==> src/hdl/sample_average_aces_tonemap_macros.svh <==
// Assertion helpers shared by the block
`ifndef SAMPLE_AVERAGE_ACES_TONEMAP_MACROS_SVH
`define SAMPLE_AVERAGE_ACES_TONEMAP_MACROS_SVH

// same-cycle implication
`define SAT_ASSERT_NOW(label, ante, cons) \
	label: assert property (@(posedge clk) disable iff (!arst_n) (ante) |-> (cons)) \
		else $error("sat assertion failed");

// next-cycle implication
`define SAT_ASSERT_NEXT(label, ante, cons) \
	label: assert property (@(posedge clk) disable iff (!arst_n) (ante) |=> (cons)) \
		else $error("sat assertion failed");

`endif

==> src/hdl/sat_pkg.sv <==
`timescale 1ns / 1ps
// ----------------------------------------------------------------------------
// sat_pkg
// Shared constants, widths and types of the sample average tone mapper.
// ----------------------------------------------------------------------------
package sat_pkg;

	localparam int MAX_SAMPLES = 64;
	localparam int FRAC_BITS   = 16;

	localparam int XW   = 24;                 // sample width
	localparam int SW   = 30;                 // sum and average width
	localparam int NW   = 7;                  // count width
	localparam int SEEN_W = (MAX_SAMPLES > 1) ? $clog2(MAX_SAMPLES) : 1;
	localparam int AW   = SW + 8;             // linear term width
	localparam int ML   = 19;                 // low slice of the linear term
	localparam int PL   = SW + ML;            // partial product width
	localparam int PW   = 64;                 // curve terms, wrap at 64 bits
	localparam int DCW  = $clog2(SW + 1);     // divide step counter

	localparam logic [AW-1:0] NUM_A = AW'(251);
	localparam logic [AW-1:0] NUM_B = AW'(3 * (64'd1 << FRAC_BITS));
	localparam logic [AW-1:0] DEN_A = AW'(243);
	localparam logic [AW-1:0] DEN_B = AW'(59 * (64'd1 << FRAC_BITS));
	localparam logic [PW-1:0] DEN_C = PW'(64'd14 << (2 * FRAC_BITS));
	localparam logic [XW-1:0] ONE   = XW'(64'd1 << FRAC_BITS);

	localparam logic [0:0] REG_SPP    = 1'b0;
	localparam logic [0:0] REG_BYPASS = 1'b1;

	typedef enum logic [2:0] {
		L_IDLE,
		L_DIV,
		L_MUL1,
		L_MUL2,
		L_MUL3,
		L_CMP,
		L_SCALE,
		L_DONE
	} lane_state_t;

	typedef struct packed {
		logic busy;
		logic done;
	} lane_stat_t;

endpackage

==> src/hdl/sat_merge.sv <==
`timescale 1ns / 1ps
// ----------------------------------------------------------------------------
// sat_merge
// Join the three channel bytes into one pixel and hold it for the output.
// ----------------------------------------------------------------------------
module sat_merge (
	input  logic                clk,
	input  logic                arst_n,
	input  sat_pkg::lane_stat_t stat_r,
	input  sat_pkg::lane_stat_t stat_g,
	input  sat_pkg::lane_stat_t stat_b,
	input  logic [7:0]          byte_r,
	input  logic [7:0]          byte_g,
	input  logic [7:0]          byte_b,
	output logic                ack,
	output logic                out_valid,
	input  logic                out_ready,
	output logic [7:0]          pixel_red,
	output logic [7:0]          pixel_green,
	output logic [7:0]          pixel_blue
);

	logic       valid_q;
	logic [7:0] red_q, green_q, blue_q;

	assign ack = stat_r.done && stat_g.done && stat_b.done && (!valid_q || out_ready);

	always_ff @(posedge clk or negedge arst_n) begin
		if (!arst_n) begin
			valid_q <= 1'b0;
		end else if (ack) begin
			valid_q <= 1'b1;
		end else if (out_ready) begin
			valid_q <= 1'b0;
		end
	end

	always_ff @(posedge clk) begin
		if (ack) begin
			red_q   <= byte_r;
			green_q <= byte_g;
			blue_q  <= byte_b;
		end
	end

	assign out_valid   = valid_q;
	assign pixel_red   = red_q;
	assign pixel_green = green_q;
	assign pixel_blue  = blue_q;

endmodule

==> config.mk <==
export PLATFORM = sky130hd
export DESIGN_NAME = sat_merge
export DESIGN_NICKNAME = d
export VERILOG_FILES = /design/src/hdl/sample_average_aces_tonemap_macros.svh /design/src/hdl/sat_pkg.sv /design/src/hdl/sat_merge.sv
export SDC_FILE = /design/constraint.sdc
export NUM_CORES = 1
export LEC_CHECK = 0
export BUFFER_PORTS_ARGS = -buffer_cell sky130_fd_sc_hd__buf_4
export CELL_PAD_IN_SITES_DETAIL_PLACEMENT = 0
export CELL_PAD_IN_SITES_GLOBAL_PLACEMENT = 1
export CORE_ASPECT_RATIO = 1.25
export CORE_MARGIN = 1
export CORE_UTILIZATION = 29
export CTS_CLUSTER_DIAMETER = 150
export DETAILED_ROUTE_END_ITERATION = 10
export PLACE_DENSITY = 0.72
export SKIP_LAST_GASP = 1
export SLEW_MARGIN = 20
export SYNTH_ARGS = -nofsm -noshare
export SYNTH_HDL_FRONTEND = slang
export SYNTH_SLANG_ARGS = --single-unit
==> constraint.sdc <==
create_clock -name clk -period 1.67 [get_ports clk]
set_input_delay 0.167 -clock clk [delete_from_list [all_inputs] [get_ports clk]]
set_output_delay 0.167 -clock clk [all_outputs]
set_load 0.03 [all_outputs]
==> summary.md <==
| Metric | Value |
|---|---|
| Status | `finished, final reports clean` |
| Via count of the routed design | `498` |
| ANT nets after route | `0` |
| Final Skew | `6.69 ps` |
| Clk pwr share | `0.222` |
| IO Count | `59` |
| Worst slew margin | `0.820` |
| CTS tree | `yes` |
| Max-slew violation count | `0` |
| FF-to-FF Start | `out_valid` |
| Non-filler cells, final | `125` |
| Combinational Power Share | `0.125` |
| Crit Path Max Fanout | `8` |
| Placed cells | `120` |
| Distinct cells, synth | `6` |
| Setup bufs post-CTS | `0` |
| Leading area contributor after synthesis | `edfxtp_1` |
| Clock transition at path regs | `120 ps` |
| WL per Instance | `10.2 um` |
| Worst setup path start | `out_valid` |
| Drt initial violations | `5` |
| Initial Utilization | `0.312` |
| Top cell type's share of synthesized area | `0.923` |
| Synth Warn # | `0` |
| Largest net degree at the start of global routing | `15` |
| CP endpoint kind | `primary output` |
| Via density per instance | `3.98` |
| First-pass GRT wire length | `1.86 mm` |
| R2r endpoint | `pixel_green[7]` |
| Mapped Nets | `63` |
| Worst-case vdd ir drop | `0.000380 V` |
| Final worst-path cycle share | `0.943` |
| Maximum clock rate | `635 MHz` |
| Cell area after synthesis | `781 um2` |
| Pleak | `0.547 nW` |
| Total gr overflow | `0` |
| Syn_area_per_cell | `26.0 um2` |
| Yosys reg bits | `25` |
| Cell count after synthesis | `30` |
| Worst Setup EP | `ack` |
| Worst-case clock buffer depth | `2` |
| Fill count | `222` |
| Fin. Hold Viols | `0` |
| Max_cap viols | `0` |
| Uppermost layer routed | `met4` |
| Root buffer selected by CTS | `clkbuf_4` |
| PortBufs | `55` |
| Worst-Skew Late Latency | `300 ps` |
| Met1 WL | `468 um` |
| # rows | `20` |
| # nets final | `126` |
| Slew @ Worst Pin | `270 ps` |
| WL final | `1.27 mm` |
| H-tree depth | `1` |
| Worst R2R Path Depth | `2` |
| Share of layout cells above drive strength 1 | `0.696` |
| Gr usage total | `0.0929` |
| Initial antenna violation count | `0` |
| Arrival @ worst endpoint | `1410 ps` |
| Chip height | `60.0 um` |
| Clock tree sinks | `25` |
| Setup CP Type | `reg -> out` |
| Setup_tns | `0 ps` |
| Die area | `2910 um2` |
| Post-layout utilization of the core | `0.518` |
| DIE WIDTH | `48.4 um` |
| Vias in the first global route | `432` |
| Internal power | `869 uW` |
| RSZ-0062 raised after global routing | `false` |
| Area Overhead vs Synth | `65.9%` |
| Met3 wire length | `162 um` |
| TritonCTS Buffers | `3` |
| Drt first pass iters | `3` |
| Final setup vio count | `0` |
| WHS | `20.9 ps` |
| Routability cong. | `0.617` |
| Synth area leaders | `edfxtp_1 92%, dfrtp_1 3.2%, nand3_2 1.3%` |
| Period minus WS final | `1570 ps` |
| P_sw | `227 uW` |
| N_diodes | `0` |
| Total power | `1.10 mW` |
| Switching Share | `0.207` |
| WL met2 | `632 um` |
| Post-synthesis sequential area ratio | `0.955` |
| Power density over the cells | `846 nW/um2` |
| Register share of total power | `0.653` |
| CP required | `1500 ps` |
| Startpoint Class | `flip-flop` |
| Reg-to-reg slack, setup | `430 ps` |
| Core area | `2500 um2` |
| Post-route DRC | `0` |
| Worst hold path type | `in -> reg` |
## stage by stage
stage	setup WS, ps	cell area [um2]
after global routing	20.1	1290
after global placement	437	1260
after detailed placement	416	1260
after floorplan	114	788
final	95.6	1290
after CTS	56.6	1290
## synth_stat cells (all sizes together)
cell type  number
nand3           1
a21oi           1
edfxtp         24
o21ai           1
dfrtp           1
inv             2
## logic make-up (layout without fill, tap and decap cells)
family,Yosys count,in the layout,synth area share
AOI/OAI and AO/OA,2,2,0.0224
buffers and inverters,2,64,0.00962
DFF,25,25,0.955
and+or+nand+nor,1,1,0.0128
## routing by layer
layer	global-route usage	up-vias
met3	0.0356	2
met5	0	-
li1	-	239
met4	0.0756	0
met2	0.145	38
met1	0.102	219
## worst min path at each step
| stage | startpoint | to | depth (start not counted) |
|---|---|---|---|
| 2_1_floorplan | arst_n | out_valid | 0 |
| 3_3_place_gp | arst_n | out_valid | 1 |
| 3_5_place_dp | arst_n | out_valid | 1 |
| 4_1_cts | out_ready | out_valid | 2 |
| 5_1_grt | out_ready | out_valid | 2 |
| 6_report | out_ready | out_valid | 2 |
## placed cells by master, fill, tap and decap left out
cell type	count
dlygate4sd3_1	1
clkbuf_4	3
inv_1	2
buf_4	57
nand3_2	1
edfxtp_1	24
clkinv_2	1
dfrtp_1	1
a21oi_4	1
o21ai_2	1
## worst max-delay path, stage by stage, from the launching register on
cell	delay (ps)
dfrtp_1	440
a21oi_4	270
buf_4	220
buf_4	170
## timing repair
action | 4_1_cts | 5_1_grt
hold buffers | 1 | 0
resized for setup | 0 | 0
hold endpoints to repair | 1 | 0
## power groups by stage
stage               Clock (mW)  Sequential, mW  Combinational [mW]
floorplan                    0           0.767              0.0148
global placement             0           0.729               0.134
detailed placement           0           0.730               0.137
CTS                      0.260           0.716               0.139
global route             0.282           0.717               0.145
finish                   0.244           0.715               0.137
## sequential cells by signal (all words and copies together), names as in the netlist
| signal | cells |
|---|---|
| pixel_blue | 8 |
| pixel_green | 8 |
| pixel_red | 8 |
| out_valid | 1 |
## area by class of cell
cell class	count	area [um2]	share of cell area
clock buffers	3	22.5	0.0174
clock inverters	1	5.00	0.00386
inverters	2	7.51	0.00580
multi-input cells	3	35.0	0.0271
flip-flops and latches	25	746	0.576
well taps	33	41.3	0.0319
repair buffers	58	438	0.338
No activity file was read; power rests on OpenSTA's default activity.
